### config.mk
export PLATFORM = sky130hd
export DESIGN_NAME = itbl_div
export DESIGN_NICKNAME = d
export VERILOG_FILES = /design/src/hdl/itbl_pkg.sv /design/src/hdl/itbl_div.sv
export SDC_FILE = /design/constraint.sdc
export NUM_CORES = 1
export LEC_CHECK = 0
export BUFFER_PORTS_ARGS = -buffer_cell sky130_fd_sc_hd__buf_2
export CAP_MARGIN = 20
export CORE_MARGIN = 2
export CORE_UTILIZATION = 55
export CTS_CLUSTER_DIAMETER = 60
export CTS_CLUSTER_SIZE = 24
export DETAILED_ROUTE_END_ITERATION = 8
export HOLD_SLACK_MARGIN = 0.05
export MAX_ROUTING_LAYER = met4
export PLACE_DENSITY = 0.81
export SYNTH_ARGS = -nofsm -noshare
export SYNTH_HDL_FRONTEND = slang
export SYNTH_SLANG_ARGS = --single-unit
### constraint.sdc
create_clock -name i_clk -period 8.3 [get_ports i_clk]
set_input_delay 1.66 -clock i_clk [delete_from_list [all_inputs] [get_ports i_clk]]
set_output_delay 1.66 -clock i_clk [all_outputs]
set_load 0.02 [all_outputs]
### src/hdl/itbl_pkg.sv
// ----------------------------------------------------------------------------
// itbl_pkg: shared types and constants for the inverse table interpolator
// Beat formats, table geometry and the divider request/response structs.
// ----------------------------------------------------------------------------
package itbl_pkg;

    // table geometry
    localparam int VALUE_BITS  = 52;
    localparam int TABLE_DEPTH = 256;
    localparam int ADDR_BITS   = 8;

    // entries_in_use register
    localparam int CFG_BITS = 9;
    localparam logic [CFG_BITS-1:0] CFG_RESET = 9'd200;

    // fraction bits kept from the interpolation divide, and the scaled dividend
    localparam int FRAC_OUT   = 16;
    localparam int SCALE_BITS = ADDR_BITS + FRAC_OUT;

    // item kinds
    localparam logic KIND_LOAD  = 1'b0;
    localparam logic KIND_QUERY = 1'b1;

    typedef struct packed {
        logic                  kind;
        logic [ADDR_BITS-1:0]  entry_index;
        logic [VALUE_BITS-1:0] value;
    } t_in_beat;

    typedef struct packed {
        logic [FRAC_OUT-1:0]  porosity_q16;
        logic                 found;
        logic [ADDR_BITS-1:0] bracket_index;
    } t_out_beat;

    // divider request: fraction (num/den) then ((base<<16)+frac)/cnt
    typedef struct packed {
        logic                  start;
        logic [VALUE_BITS-1:0] num;
        logic [VALUE_BITS-1:0] den;
        logic [ADDR_BITS-1:0]  base;
        logic [CFG_BITS-1:0]   cnt;
    } t_div_req;

    typedef struct packed {
        logic                done;
        logic [FRAC_OUT-1:0] quot;
    } t_div_rsp;

endpackage

### src/hdl/itbl_div.sv
// ----------------------------------------------------------------------------
// itbl_div: bit-serial interpolation divider
// Forms the 16-bit fraction num/den (num < den), then divides
// (base<<16 | fraction) by the entry count, one bit per cycle.
// ----------------------------------------------------------------------------
module itbl_div (
    input  logic               i_clk,
    input  logic               i_rst_n,
    input  itbl_pkg::t_div_req i_req,
    output itbl_pkg::t_div_rsp o_rsp
);

    localparam int STEP_BITS = $clog2(itbl_pkg::SCALE_BITS);
    localparam int VB = itbl_pkg::VALUE_BITS;
    localparam int CB = itbl_pkg::CFG_BITS;
    localparam int SB = itbl_pkg::SCALE_BITS;
    localparam int FB = itbl_pkg::FRAC_OUT;

    typedef enum logic [1:0] {
        D_IDLE,
        D_FRAC,
        D_SCALE,
        D_DONE
    } t_dstate;

    t_dstate              r_state;
    logic [STEP_BITS-1:0] r_step;
    logic [VB-1:0]        r_rem;
    logic [VB-1:0]        r_den;
    logic [FB-1:0]        r_fq;
    logic [SB-1:0]        r_dvd;
    logic [CB-1:0]        r_srem;
    logic [CB-1:0]        r_cnt;
    logic [itbl_pkg::ADDR_BITS-1:0] r_base;

    logic [VB:0]   rem2;
    logic          frac_ge;
    logic [VB:0]   rem_sub;
    logic [CB:0]   srem2;
    logic          scale_ge;
    logic [CB:0]   srem_sub;
    logic [FB-1:0] fq_next;

    // fraction step: restoring divide on the shifted remainder
    assign rem2    = {r_rem, 1'b0};
    assign frac_ge = rem2 >= {1'b0, r_den};
    assign rem_sub = rem2 - {1'b0, r_den};
    assign fq_next = {r_fq[FB-2:0], frac_ge};

    // scale step: dividend bits shift out, quotient bits shift in
    assign srem2    = {r_srem, r_dvd[SB-1]};
    assign scale_ge = srem2 >= {1'b0, r_cnt};
    assign srem_sub = srem2 - {1'b0, r_cnt};

    always_ff @(posedge i_clk) begin
        if (!i_rst_n) begin
            r_state <= D_IDLE;
            r_step  <= '0;
        end else begin
            case (r_state)
                D_IDLE: begin
                    if (i_req.start) begin
                        r_rem   <= i_req.num;
                        r_den   <= i_req.den;
                        r_base  <= i_req.base;
                        r_cnt   <= i_req.cnt;
                        r_fq    <= '0;
                        r_step  <= STEP_BITS'(FB - 1);
                        r_state <= D_FRAC;
                    end
                end
                D_FRAC: begin
                    r_rem <= frac_ge ? rem_sub[VB-1:0] : rem2[VB-1:0];
                    r_fq  <= fq_next;
                    if (r_step == '0) begin
                        r_dvd   <= {r_base, fq_next};
                        r_srem  <= '0;
                        r_step  <= STEP_BITS'(SB - 1);
                        r_state <= D_SCALE;
                    end else begin
                        r_step <= r_step - 1'b1;
                    end
                end
                D_SCALE: begin
                    r_srem <= scale_ge ? srem_sub[CB-1:0] : srem2[CB-1:0];
                    r_dvd  <= {r_dvd[SB-2:0], scale_ge};
                    if (r_step == '0) begin
                        r_state <= D_DONE;
                    end else begin
                        r_step <= r_step - 1'b1;
                    end
                end
                D_DONE: begin
                    r_state <= D_IDLE;
                end
                default: begin
                    r_state <= D_IDLE;
                end
            endcase
        end
    end

    // result, saturated to the Q16 range
    assign o_rsp.done = (r_state == D_DONE);
    assign o_rsp.quot = (r_dvd[SB-1:FB] != '0) ? '1 : r_dvd[FB-1:0];

endmodule

; ---- Word level (Yosys, flattened, before mapping)
; Cells that the tools add are included.
[totals]
reg_bits = 176
in_bits = 124
out_inout_bits = 17
[op_classes]
addsub = 3
order_cmp = 2
n_eq_ne = 7
muxes = 19
n_reduce_logical = 11
[ops]
columns = cell, count
row1 = 52-bit two-way mux, 2
row2 = 52-bit case mux with 2 select lines, 1
row3 = 53-bit by 52-bit greater-or-equal comparator with 1-bit output, 1
row4 = 52-bit subtractor, 1
row5 = 24-bit case mux with 2 select lines, 1
row6 = 15-bit case mux with 2 select lines, 1
row7 = 24-bit two-way mux, 1
row8 = 9-bit two-way mux, 2
row9 = 9-bit case mux with 2 select lines, 1
row10 = 16-bit two-way mux, 1
row11 = 15-bit two-way mux, 1
row12 = 5-bit two-way mux, 3
row13 = 5-bit case mux with 3 select lines, 1
row14 = 3-bit AND reduction, 5
row15 = 10-bit by 9-bit greater-or-equal comparator with 1-bit output, 1
row16 = 9-bit subtractor, 1
row17 = "2-bit != test, second input constant", 4
row18 = 2-bit case mux with 4 select lines, 1
row19 = 8-bit nonzero test, 1
row20 = 2-bit two-way mux, 3
row21 = 5-bit zero test, 1
row22 = "5-bit by 1-bit subtractor with 5-bit output, second input constant", 1
row23 = "2-bit == test, second input constant", 2
row24 = 2-bit nonzero test, 2
row25 = 3 further kinds, 3

; ---- Longest topological paths before layout
; Gate-level depths: netlist of run 1.
[depth]
word_depth = 3
depth_mapped = 15
ltp_nobuf = 13

; ---- Worst setup path after synthesis of run 1
; No wires, ideal clock.
[synth_path]
path_kind = input -> register
startpoint = input i_rst_n
endpoint = register r_fq[0], enable pin
setup_ps = 500
t_arrival_ps = 4892
setup_slack_ps = 2908
path_stages = 2
path_buffers = 1
path_cell_list = clkbuf_1 > nor2b_1
[synth_via]
elab_chain_cells = 1
[synth_lines]
columns = element, line
row1 = from (decl), itbl_div.sv:8  ; input logic i_rst_n,
row2 = 3-bit AND reduction (no line), n/a
row3 = to (signal assigned), itbl_div.sv:74  ; r_fq <= fq_next;
row4 = to (decl), itbl_div.sv:30  ; logic [FB-1:0] r_fq;
; Every way passes these cells.
; A chain may end at the register's enable or synchronous reset.

; ---- Final worst setup path of run 1
[layout_path]
startpoint = register r_rem[21]
endpoint = register r_rem[26] (data pin)
[layout_via]
elab_chain_cells = 3
word_cells_on_any_way = 4
classes_between = add/sub: 1 / order compare: 1 / mux: 2
[layout_lines]
columns = element, line
row1 = from (decl), itbl_div.sv:28  ; logic [VB-1:0] r_rem;
row2 = from (signal assigned), itbl_div.sv:63  ; r_rem <= i_req.num;
row3 = from (signal assigned), itbl_div.sv:73  ; r_rem <= frac_ge ? rem_sub[VB-1:0] : rem2[VB-1:0];
row4 = 52-bit subtractor or 53-bit by 52-bit greater-or-equal comparator with 1-bit output (tied branches), "itbl_div.sv:47, itbl_div.sv:46"
row5 = 52-bit two-way mux (*), itbl_div.sv:73
row6 = 52-bit case mux with 2 select lines (*), itbl_div.sv:60  ; case (r_state)
; Mark *: on every way between the ends. The rest lies on a longest branch, timed or not.

==> summary.txt, run 1 <==
Worst setup path
  • CP Class: reg2reg
  • Reg-to-Reg End: r_rem[26]$_DFFE_PP_
  • Max FO, Critical Path: 83
  • Critical Path AT: 4.07 ns
  • R2r setup slk: 4.41 ns
  • Crit. End Element: flip-flop
  • Worst r2r path cells: 11
  • R2R Path Start: r_rem[21]$_DFFE_PP_
  • Critical path data required time: 8.48 ns
  • CP startpoint kind: flip-flop

Global route
  • Largest net degree at the start of global routing: 84
  • Remaining Overflow, GRT: 0
  • Total GRT Usage: 24.69%
  • Vias in the first global route: 8221
  • Initial antenna violation count: 0
  • First-pass GRT wire length: 39.59 mm

Timing
  • Final Hold Viols: 0
  • Fmax: 256.9 MHz
  • Sum Neg Setup Slack: 0 ns
  • Max Slew Vio Count: 0
  • Actual slew at the worst max-slew pin: 0.9864 ns
  • Crit path time final: 3.892 ns
  • Relative slew slack: 34.24%
  • Worst setup margin: 4.408 ns
  • Setup Viol. Count Final: 0
  • Final period util: 46.89%
  • Final Skew: 0.01325 ns
  • RSZ-0062 raised after global routing: false
  • Hold WS: 0.4814 ns

CTS
  • CTS hold repair buffers: 0
  • CTS HTree Levels: 4
  • Worst skew pair latency: 0.44 ns
  • CTS root buf: clkbuf_16
  • Post-CTS Setup Bufs: 0
  • CTS max path bufs: 2
  • # clock sinks: 176
  • CTS buffer count: 17
  • CTS resizes: 0
  • CTS clock-pin slew for the worst setup and hold paths: 0.07 ns
  • TritonCTS clock tree: built

Layout
  • # nets final: 1391
  • Area of the multi-input gates: 0.005187 mm²
  • FF/Latch Area: 0.005215 mm²
  • Filler Cells Inserted: 1562
  • P&R area growth vs syn: 13.71%
  • Layout cells sized above 1: 19.80%
  • Final instance area: 0.01240 mm²

Route
  • Residual DRC: 0
  • Routed wire length: 24.68 mm
  • Vias: 8517
  • Iter 0 DRT Violations: 542
  • WL/cell: 16.70 µm
  • Router iterations before antenna repair: 5
  • Via/cell ratio: 5.763
  • ANT nets after route: 0

Place
  • HPWL after DPL: 17.16 mm
  • Gp weighted congestion: 0.9343
  • Pre-CTS WS: 4.430 ns
  • IO Port Bufs: 140
  • Placed Area: 0.01178 mm²

Power
  • PnR Total Power: 3877 µW
  • Peak supply drop: 0.1618 mV
  • Leak: 0.005145 µW
  • NetSw: 1494 µW
  • Clock Power Share: 22.0%
  • Gate power share: 43.8%
  • Power Dens Cells: 312.7 mW/mm²
  • Pint: 2383 µW
  • Sw frac: 38.54%
  • Sequential Power Share: 34.3%

Min path
  • Worst hold path startpoint: r_step[4]$_SDFFE_PN0P_
  • WHS Endpoint: r_step[4]$_SDFFE_PN0P_
  • Hold-critical path depth: 2
  • Hold Path Class: reg2reg

Yosys
  • Post-synthesis register bit count: 176
  • Synth Net Count: 1280
  • Yosys Warn Count: 0
  • Mapped cell area: 0.01090 mm²
  • Synth unique cells: 69
  • Mapped Cells: 1088
  • Number of synthesized flops with an enable pin: 169
  • Share of the synthesized area in the top cell type: 46.55%
  • Sequential fraction of the synthesis area: 47.83%
  • Synth top cells by count: 169 x edfxtp_1, 114 x a21oi_1, 101 x nor2_1
  • Mean Syn Cell Area: 10.02 µm²
  • Most frequent cell after synthesis: edfxtp_1
  • Area contributors post-synth: edfxtp_1 47%, ha_1 7.6%, a21oi_1 5.2%
  • Top_reg_cell synth: edfxtp_1
  • Largest area contributor in the netlist: edfxtp_1
  • Async S/R FF share, synth: 0%

Die
  • Die Width: 144.8 µm
  • Area of the die: 0.02097 mm²
  • Chip height: 144.8 µm
  • Initial core utilization: 56.02%
  • Core area: 0.01946 mm²
  • Site Rows: 51
  • IO Count: 141

Run
  • Max-cap check violation count: 0

Outcome
  • Outcome: complete, no violations
[sequential cells by signal, indices dropped and copies added, names as in the netlist]
name / cells
r_cnt: 9
r_dvd: 24
r_den: 52
r_srem: 9
r_step: 5
r_base: 8
r_rem: 52
r_state: 2
r_fq: 15
[per-stage QoR]
stage	util (%)	instances
after CTS	63.69	1477
after floorplan	-	1088
after detailed placement	60.55	1445
final	63.70	1478
after global routing	63.69	1477
after global placement	60.55	1445
[worst max-delay path: stages (launching register included)]
cell and delay [ns]:
edfxtp_1 0.42, ha_1 0.39, a21o_1 0.21, a21oi_1 0.18, o21ai_0 0.10, a221o_1 0.36, a211oi_2 0.32, a21oi_2 0.16
a41oi_4 0.24, buf_4 0.69, o21ai_0 0.24, mux2_2 0.31
[cells in the final DEF (no fill, tap or decap), types with 5 or more instances in the layout]
master / netlist / final
a21oi_1: 114 / 114
a31oi_1: 18 / 18
buf_4: 4 / 5
nor2_1: 101 / 101
a31o_2: 5 / 5
nor2b_1: 26 / 25
clkbuf_16: 0 / 17
nand4_1: 20 / 20
and3_1: 8 / 7
o21a_1: 7 / 7
nand3_1: 23 / 23
dfxtp_1: 7 / 7
xor2_1: 18 / 18
o21ai_0: 46 / 46
nor4_1: 5 / 5
a21o_1: 36 / 36
nor3_1: 10 / 10
o21bai_1: 7 / 7
mux2i_1: 12 / 12
o211ai_1: 6 / 6
or3_1: 7 / 7
and2_1: 17 / 17
buf_2: 6 / 140
inv_1: 81 / 81
nand2_1: 78 / 78
edfxtp_1: 169 / 169
ha_1: 66 / 65
a21boi_0: 9 / 8
nand2b_1: 12 / 12
or2_2: 16 / 16
mux2_2: 26 / 26
xnor2_1: 26 / 26
[cell type report]
class                           instances  area share (%)
Tap cell                              265           2.674
Inverter                               83           2.513
Clock inverter                         14           1.473
Antenna cell                            1         0.02018
Clock buffer                           18           3.462
Multi-Input combinational cell        776           41.84
Timing Repair Buffer                  145           5.954
Sequential cell                       176           42.06
[metal layers]
metal / global-route usage [%] / wire length, µm / up-vias
met4: 7.665 / 456 / 0
li1: - / - / 4161
met2: 40.27 / 11810 / 300
met1: 31.78 / 10890 / 4022
met3: 4.113 / 1527 / 34
met5: - / 0 / -
[worst max path at each step]
stage / from / to / slack, ns / cells after the start
2_1_floorplan: i_rst_n / r_fq[0]$_SDFFCE_PN0P_ / 2.91 / 2
3_3_place_gp: r_rem[21]$_DFFE_PP_ / r_rem[43]$_DFFE_PP_ / 4.59 / 11
3_5_place_dp: r_rem[21]$_DFFE_PP_ / r_rem[26]$_DFFE_PP_ / 4.43 / 11
4_1_cts: r_rem[21]$_DFFE_PP_ / r_rem[26]$_DFFE_PP_ / 4.41 / 11
5_1_grt: r_rem[21]$_DFFE_PP_ / r_rem[26]$_DFFE_PP_ / 4.12 / 11
6_report: r_rem[21]$_DFFE_PP_ / r_rem[26]$_DFFE_PP_ / 4.41 / 11
[cells by family after synthesis]
family	after synthesis	share of synthesized area, %
and+or+nand+nor	332	14.76
buffers and inverters	136	4.957
muxes	38	3.787
adders and majority gates	68	7.941
xor gates and xnor gates	44	3.535
AOI/OAI and AO/OA	294	17.19
DFF	176	47.83
[power by group through the flow]
stage          Combinational (µW)  Clock (µW)  Sequential, µW
6_report                     1700         851            1330
5_1_grt                      1890         897            1350
4_1_cts                      1690         862            1330
3_5_place_dp                 1670           0            1350
3_3_place_gp                 1620           0            1340
2_1_floorplan                1310           0            1330
Note: power is estimated with default switching activity, not from simulation.
==> inputs of run 2 (changes only) <==
CORE_UTILIZATION = 53   (was 55)
PLACE_DENSITY = 0.82   (was 0.81)
clock period = 3.49 ns   (was 8.3 ns; I/O delays follow)
==> run 2 against run 1 <==
  * Clock power rose by 120%
  * Largest power group unchanged
  * Die area rose by 3.7%
  * Sequential power rose by 140%
  * Critical path depth did not move
  * Non-clock buffer count rose by 22
  * Via count rose by 2.2%
==> summary.txt, run 2 (synthesis results as in run 1) <==
Route
  • Vias: 8705 (was 8517)
  • WL/cell: 17.02 µm (was 16.70 µm)
  • Residual DRC: 0 (unchanged)
  • Router iterations before antenna repair: 5 (unchanged)
  • Iter 0 DRT Violations: 699 (was 542)
  • Routed wire length: 25.60 mm (was 24.68 mm)
  • ANT nets after route: 0 (unchanged)
  • Via/cell ratio: 5.788 (was 5.763)

Timing
  • Relative slew slack: 33.35% (was 34.24%)
  • Sum Neg Setup Slack: 0 ns (unchanged)
  • Fmax: 296.9 MHz (was 256.9 MHz)
  • Final period util: 96.49% (was 46.89%)
  • Crit path time final: 3.368 ns (was 3.892 ns)
  • Max Slew Vio Count: 0 (unchanged)
  • Worst setup margin: 0.1224 ns (was 4.408 ns)
  • Actual slew at the worst max-slew pin: 0.9997 ns (was 0.9864 ns)
  • Final Skew: 0.007810 ns (was 0.01325 ns)
  • Setup Viol. Count Final: 0 (unchanged)
  • Final Hold Viols: 0 (unchanged)

Worst setup path
  • Worst r2r path cells: 11 (unchanged)
  • Number of cells on the critical path: 11 (unchanged)
  • CP bufs+invs: 0 (was 1)
  • Crit. End Element: flip-flop (unchanged)
  • CP startpoint kind: flip-flop (unchanged)
  • Crit path max-delay cell type: edfxtp_1 (was buf_4)
  • CP delay by family, top: compound AO/OA/AOI/OAI gates (unchanged)
  • Critical Path AT: 3.55 ns (was 4.07 ns)
  • Slowest stage delay, CP: 0.41 ns (was 0.69 ns)
  • Crit path cell chain: ha_1 > a21o_1 > a21o_1 > a211o_1 > o21ai_0 > a311oi_2 > o211ai_1 > a21oi_1 > or3_1 > a31oi_1 > a21oi_1 (was ha_1 > a21o_1 > a21oi_1 > o21ai_0 > a221o_1 > a211oi_2 > a21oi_2 > a41oi_4 > buf_4 > o21ai_0 > mux2_2)
  • Critical path data required time: 3.67 ns (was 8.48 ns)
  • Max FO, Critical Path: 3 (was 83)
  • CP Class: reg2reg (unchanged)

Power
  • Leak: 0.005236 µW (was 0.005145 µW)
  • Power Dens Cells: 737.6 mW/mm² (was 312.7 mW/mm²)
  • PnR Total Power: 9287 µW (was 3877 µW)
  • Peak supply drop: 0.4390 mV (was 0.1618 mV)

Place
  • HPWL after DPL: 17.72 mm (was 17.16 mm)
  • Gp weighted congestion: 0.9043 (was 0.9343)
  • Pre-CTS WS: 0.01070 ns (was 4.430 ns)
  • Placed Cells incl. Taps: 1467 (was 1445)
  • IO Port Bufs: 140 (unchanged)

Min path
  • Hold Path Class: in2reg (was reg2reg)
  • Hold-critical path depth: 1 (was 2)

Die
  • Area of the die: 0.02174 mm² (was 0.02097 mm²)
  • Core area: 0.02023 mm² (was 0.01946 mm²)
  • IO Count: 141 (unchanged)
  • Site Rows: 52 (was 51)
  • Chip height: 147.4 µm (was 144.8 µm)
  • Initial core utilization: 53.88% (was 56.02%)
  • Die Width: 147.4 µm (was 144.8 µm)

Layout
  • # nets final: 1413 (was 1391)
  • P&R area growth vs syn: 15.48% (was 13.71%)
  • Top flop regs: r_den: 52 flops, r_rem: 52 flops, r_dvd: 24 flops (unchanged)
  • Layout cells sized above 1: 21.72% (was 19.80%)
  • Most frequent cells in the layout: 169 x edfxtp_1, 140 x buf_2, 112 x a21oi_1 (was 169 x edfxtp_1, 140 x buf_2, 114 x a21oi_1)
  • FF/Latch Area: 0.005215 mm² (unchanged)
  • Filler Cells Inserted: 1632 (was 1562)
  • Final std cells w/o fill: 1504 (was 1478)
  • Antenna fix cells: 0 (was 1)
  • Area of the multi-input gates: 0.005216 mm² (was 0.005187 mm²)
  • Commonest non-fill, non-tap cell in the layout: edfxtp_1 (unchanged)

Outcome
  • Outcome: complete, no violations (unchanged)

Global route
  • Largest net degree at the start of global routing: 70 (was 84)
  • First-pass GRT wire length: 40.88 mm (was 39.59 mm)
  • Initial antenna violation count: 0 (unchanged)
  • Vias in the first global route: 8436 (was 8221)
  • Remaining Overflow, GRT: 0 (unchanged)
  • Total GRT Usage: 24.10% (was 24.69%)

CTS
  • CTS clock-pin slew for the worst setup and hold paths: 0.07 ns (about the same)
  • Worst skew pair latency: 0.44 ns (about the same)
  • TritonCTS clock tree: built (unchanged)
  • CTS buffer count: 17 (unchanged)
  • CTS max path bufs: 2 (unchanged)
  • CTS root buf: clkbuf_16 (unchanged)
  • # clock sinks: 176 (unchanged)
  • CTS HTree Levels: 4 (unchanged)

Run
  • Max-cap check violation count: 0 (unchanged)
run 2: path summary, 6_finish.rpt:
kind / startpoint / endpoint / slack, ns
worst min-delay path: i_req[46] / r_den[29]$_DFFE_PP_ / 0.42
worst min register to register: r_step[4]$_SDFFE_PN0P_ / r_step[4]$_SDFFE_PN0P_ / 0.48
worst max-delay path: r_rem[8]$_DFFE_PP_ / r_rem[40]$_DFFE_PP_ / 0.12
worst max register to register: r_rem[8]$_DFFE_PP_ / r_rem[40]$_DFFE_PP_ / 0.12
run 2: final cells by class:
type	instances	share of cell area (%)
Inverter	83	2.494
Multi-Input combinational cell	776	41.43
Clock inverter	14	0.9739
Timing Repair Buffer	167	7.513
Clock buffer	18	3.488
Tap cell	270	2.683
Sequential cell	176	41.42
run 2: repair_timing:
item / CTS / global route
endpoints found under the setup margin: 1 / 45
pin swaps: 0 / 6
hold buffers: 0 / 0
gates cloned: 0 / 1
setup buffers: 0 / 4
resized for setup: 1 / 9
run 2: power breakdown:
group / internal [µW] / switching (µW)
sequential: 2950 / 205
clock: 955 / 908
combinational: 1710 / 2560
total: 5610 / 3670
run 2: routing by layer:
layer	wire length (µm)	share of wire [%]	vias to the layer above	global-route usage, %
li1	-	-	4201	-
met1	11240	44	4103	31.68
met2	12150	47	340	38.11
met3	1589	6.2	61	4.444
met4	620	2.4	0	7.981
met5	0	0	-	-
run 2: worst register-to-register path, cell delays in order, from the launching register on:
cell and delay, ns:
edfxtp_1 0.41, ha_1 0.34, a21o_1 0.21, a21o_1 0.22, a211o_1 0.32, o21ai_0 0.34
a311oi_2 0.17, o211ai_1 0.29, a21oi_1 0.16, or3_1 0.34, a31oi_1 0.21, a21oi_1 0.09
run 2: through the flow:
step	area (µm²)	util (%)	hold slack, ns
after detailed placement	11930	58.96	0.4687
after global placement	11930	58.96	0.4579
after floorplan	10910	-	0.4417
after CTS	12500	61.75	0.4213
final	12590	62.22	0.4217
after global routing	12590	62.22	0.4146
==> inputs of run 3 (changes only) <==
CELL_PAD_IN_SITES_DETAIL_PLACEMENT = 0   (was default)
CELL_PAD_IN_SITES_GLOBAL_PLACEMENT = 1   (was default)
CORE_UTILIZATION = 41   (was 53)
PLACE_DENSITY = 0.81   (was 0.82)
==> run 3 against run 2 <==
  * Cell area up 0.94%
  * Largest power group unchanged
  * Flip-flop and latch count unchanged
  * Die area up 28%
  * Largest cell class is now sequential cells
  * Clock skew up 0.0048 ns
  * Cell count up 4.1%
  * Hold slack better by 0.0042 ns
  * Setup slack worse by 0.020 ns
  * Global-route usage down 5.0 points
  * First-iteration DRC count down 13%
==> summary.txt, run 3 (synthesis results as in run 1) <==
Outcome
  • Outcome: complete, no violations (unchanged)

Route
  • Iter 0 DRT Violations: 610 (was 699)
  • Routed wire length: 25.92 mm (was 25.60 mm)
  • Vias: 8376 (was 8705)
  • Via/cell ratio: 5.352 (was 5.788)
  • Router iterations before antenna repair: 5 (unchanged)
  • ANT nets after route: 0 (unchanged)
  • WL/cell: 16.56 µm (was 17.02 µm)
  • Residual DRC: 0 (unchanged)

Timing
  • Final period util: 97.06% (was 96.49%)
  • Actual slew at the worst max-slew pin: 0.9988 ns (was 0.9997 ns)
  • Setup Viol. Count Final: 0 (unchanged)
  • Final Hold Viols: 0 (unchanged)
  • Fmax: 295.2 MHz (was 296.9 MHz)
  • Worst setup margin: 0.1026 ns (was 0.1224 ns)
  • Final Skew: 0.01265 ns (was 0.007810 ns)
  • Relative slew slack: 33.41% (was 33.35%)
  • Crit path time final: 3.387 ns (was 3.368 ns)
  • Max Slew Vio Count: 0 (unchanged)

CTS
  • CTS HTree Levels: 4 (unchanged)
  • Worst skew pair latency: 0.44 ns (about the same)
  • CTS root buf: clkbuf_16 (unchanged)
  • # clock sinks: 176 (unchanged)
  • CTS max path bufs: 2 (unchanged)
  • CTS clock-pin slew for the worst setup and hold paths: 0.08 ns (was 0.07 ns)
  • TritonCTS clock tree: built (unchanged)
  • CTS buffer count: 17 (unchanged)

Layout
  • # nets final: 1409 (was 1413)
  • Most frequent cells in the layout: 169 x edfxtp_1, 140 x buf_2, 113 x a21oi_1 (was 169 x edfxtp_1, 140 x buf_2, 112 x a21oi_1)
  • Final instance area: 0.01271 mm² (was 0.01259 mm²)
  • Commonest non-fill, non-tap cell in the layout: edfxtp_1 (unchanged)
  • Final std cells w/o fill: 1565 (was 1504)
  • P&R area growth vs syn: 16.57% (was 15.48%)
  • Filler Cells Inserted: 2458 (was 1632)
  • Layout Utilization: 48.77% (was 62.22%)
  • Top flop regs: r_den: 52 flops, r_rem: 52 flops, r_dvd: 24 flops (unchanged)
  • Layout cells sized above 1: 21.30% (was 21.72%)
  • Antenna fix cells: 0 (unchanged)

Power
  • Power Dens Cells: 736.4 mW/mm² (was 737.6 mW/mm²)
  • Peak supply drop: 0.3742 mV (was 0.4390 mV)
  • Leak: 0.005254 µW (was 0.005236 µW)
  • PnR Total Power: 9359 µW (was 9287 µW)

Die
  • Core area: 0.02606 mm² (was 0.02023 mm²)
  • Site Rows: 59 (was 52)
  • Chip height: 167.1 µm (was 147.4 µm)
  • IO Count: 141 (unchanged)
  • Area of the die: 0.02791 mm² (was 0.02174 mm²)
  • Die Width: 167.1 µm (was 147.4 µm)
  • Initial core utilization: 41.84% (was 53.88%)

Place
  • Placed Area: 0.01204 mm² (was 0.01193 mm²)
  • Placed Cells incl. Taps: 1531 (was 1467)
  • Gp weighted congestion: 0.8596 (was 0.9043)
  • Pre-CTS WS: 0.1160 ns (was 0.01070 ns)
  • IO Port Bufs: 140 (unchanged)
  • HPWL after DPL: 18.13 mm (was 17.72 mm)

Worst setup path
  • Worst r2r path cells: 11 (unchanged)
  • Number of cells on the critical path: 11 (unchanged)
  • Max FO, Critical Path: 6 (was 3)
  • Slowest stage delay, CP: 0.42 ns (was 0.41 ns)
  • CP delay by family, top: compound AO/OA/AOI/OAI gates (unchanged)
  • Crit. End Element: flip-flop (unchanged)
  • CP Class: reg2reg (unchanged)
  • Most used cell, CP: a21o_1
  • Crit path cell chain: ha_2 > a21o_1 > a21oi_1 > o21ai_0 > a221o_1 > a21o_1 > a211o_1 > a31o_2 > a31oi_2 > mux2i_1 > nand3_1 (was ha_1 > a21o_1 > a21o_1 > a211o_1 > o21ai_0 > a311oi_2 > o211ai_1 > a21oi_1 > or3_1 > a31oi_1 > a21oi_1)
  • CP startpoint kind: flip-flop (unchanged)
  • Crit path max-delay cell type: edfxtp_1 (unchanged)
  • Critical Path AT: 3.57 ns (was 3.55 ns)
  • CP bufs+invs: 0 (unchanged)
  • Critical path data required time: 3.67 ns (about the same)

Min path
  • Hold-critical path depth: 1 (unchanged)
  • Hold Path Class: in2reg (unchanged)

Global route
  • Largest net degree at the start of global routing: 70 (unchanged)
  • Total GRT Usage: 19.13% (was 24.10%)
  • Initial antenna violation count: 0 (unchanged)
  • First-pass GRT wire length: 42.01 mm (was 40.88 mm)
  • Remaining Overflow, GRT: 0 (unchanged)
  • Vias in the first global route: 8332 (was 8436)

Run
  • Max-cap check violation count: 0 (unchanged)
## run 3: cell types whose count changed in the layout (fill, tap and decap cells not counted), sizes merged
| cell | previous run | this run |
|---|---|---|
| bufinv | 0 | 1 |
| clkinv | 3 | 6 |
| clkinvlp | 4 | 2 |
| inv | 90 | 89 |
| buf | 166 | 162 |
| clkbuf | 19 | 18 |
## run 3: through the flow
step / setup TNS [ns] / hold slack [ns]
finish: 0 / 0.4259
global route: -0.09125 / 0.4065
CTS: 0 / 0.4090
detailed placement: 0 / 0.4613
global placement: 0 / 0.4538
floorplan: 0 / 0.4417
## run 3: path summary, 6_finish.rpt
| kind | startpoint | to | slack [ns] |
|---|---|---|---|
| worst max-delay path | r_rem[21]$_DFFE_PP_ | r_rem[51]$_DFFE_PP_ | 0.10 |
| worst min-delay path | i_req[33] | r_den[16]$_DFFE_PP_ | 0.43 |
| worst max register to register | r_rem[21]$_DFFE_PP_ | r_rem[51]$_DFFE_PP_ | 0.10 |
| worst min register to register | r_step[4]$_SDFFE_PN0P_ | r_step[4]$_SDFFE_PN0P_ | 0.47 |
## run 3: layout make-up
type	instances	area [µm²]	area share, %
flip-flops and latches	176	5215	41.03
well taps	335	419.2	3.298
inverters	83	311.5	2.451
multi-input cells	776	5207	40.97
clock buffers	17	425.4	3.347
repair buffers	163	940.9	7.403
clock inverters	15	190.2	1.496
## run 3: what timing repair did
action	CTS	global route
setup buffers	0	1
hold buffers	0	0
setup endpoints to repair	0	25
resized for setup	0	4
## run 3: routing by layer
| metal | vias to the layer above | part of all wire [%] | GRT usage, % |
|---|---|---|---|
| met5 | - | 0 | - |
| met4 | 0 | 1.8 | 5.547 |
| met3 | 31 | 4.2 | 2.899 |
| met2 | 203 | 46 | 29.97 |
| met1 | 3936 | 48 | 25.84 |
| li1 | 4206 | - | - |
## run 3: where the power goes
| group | internal [µW] | leakage [µW] | total [µW] | switching, µW |
|---|---|---|---|---|
| Combinational | 1710 | 0.00333 | 4210 | 2500 |
| Clock | 1040 | 0.000293 | 2000 | 969 |
| Sequential | 2950 | 0.00163 | 3150 | 196 |
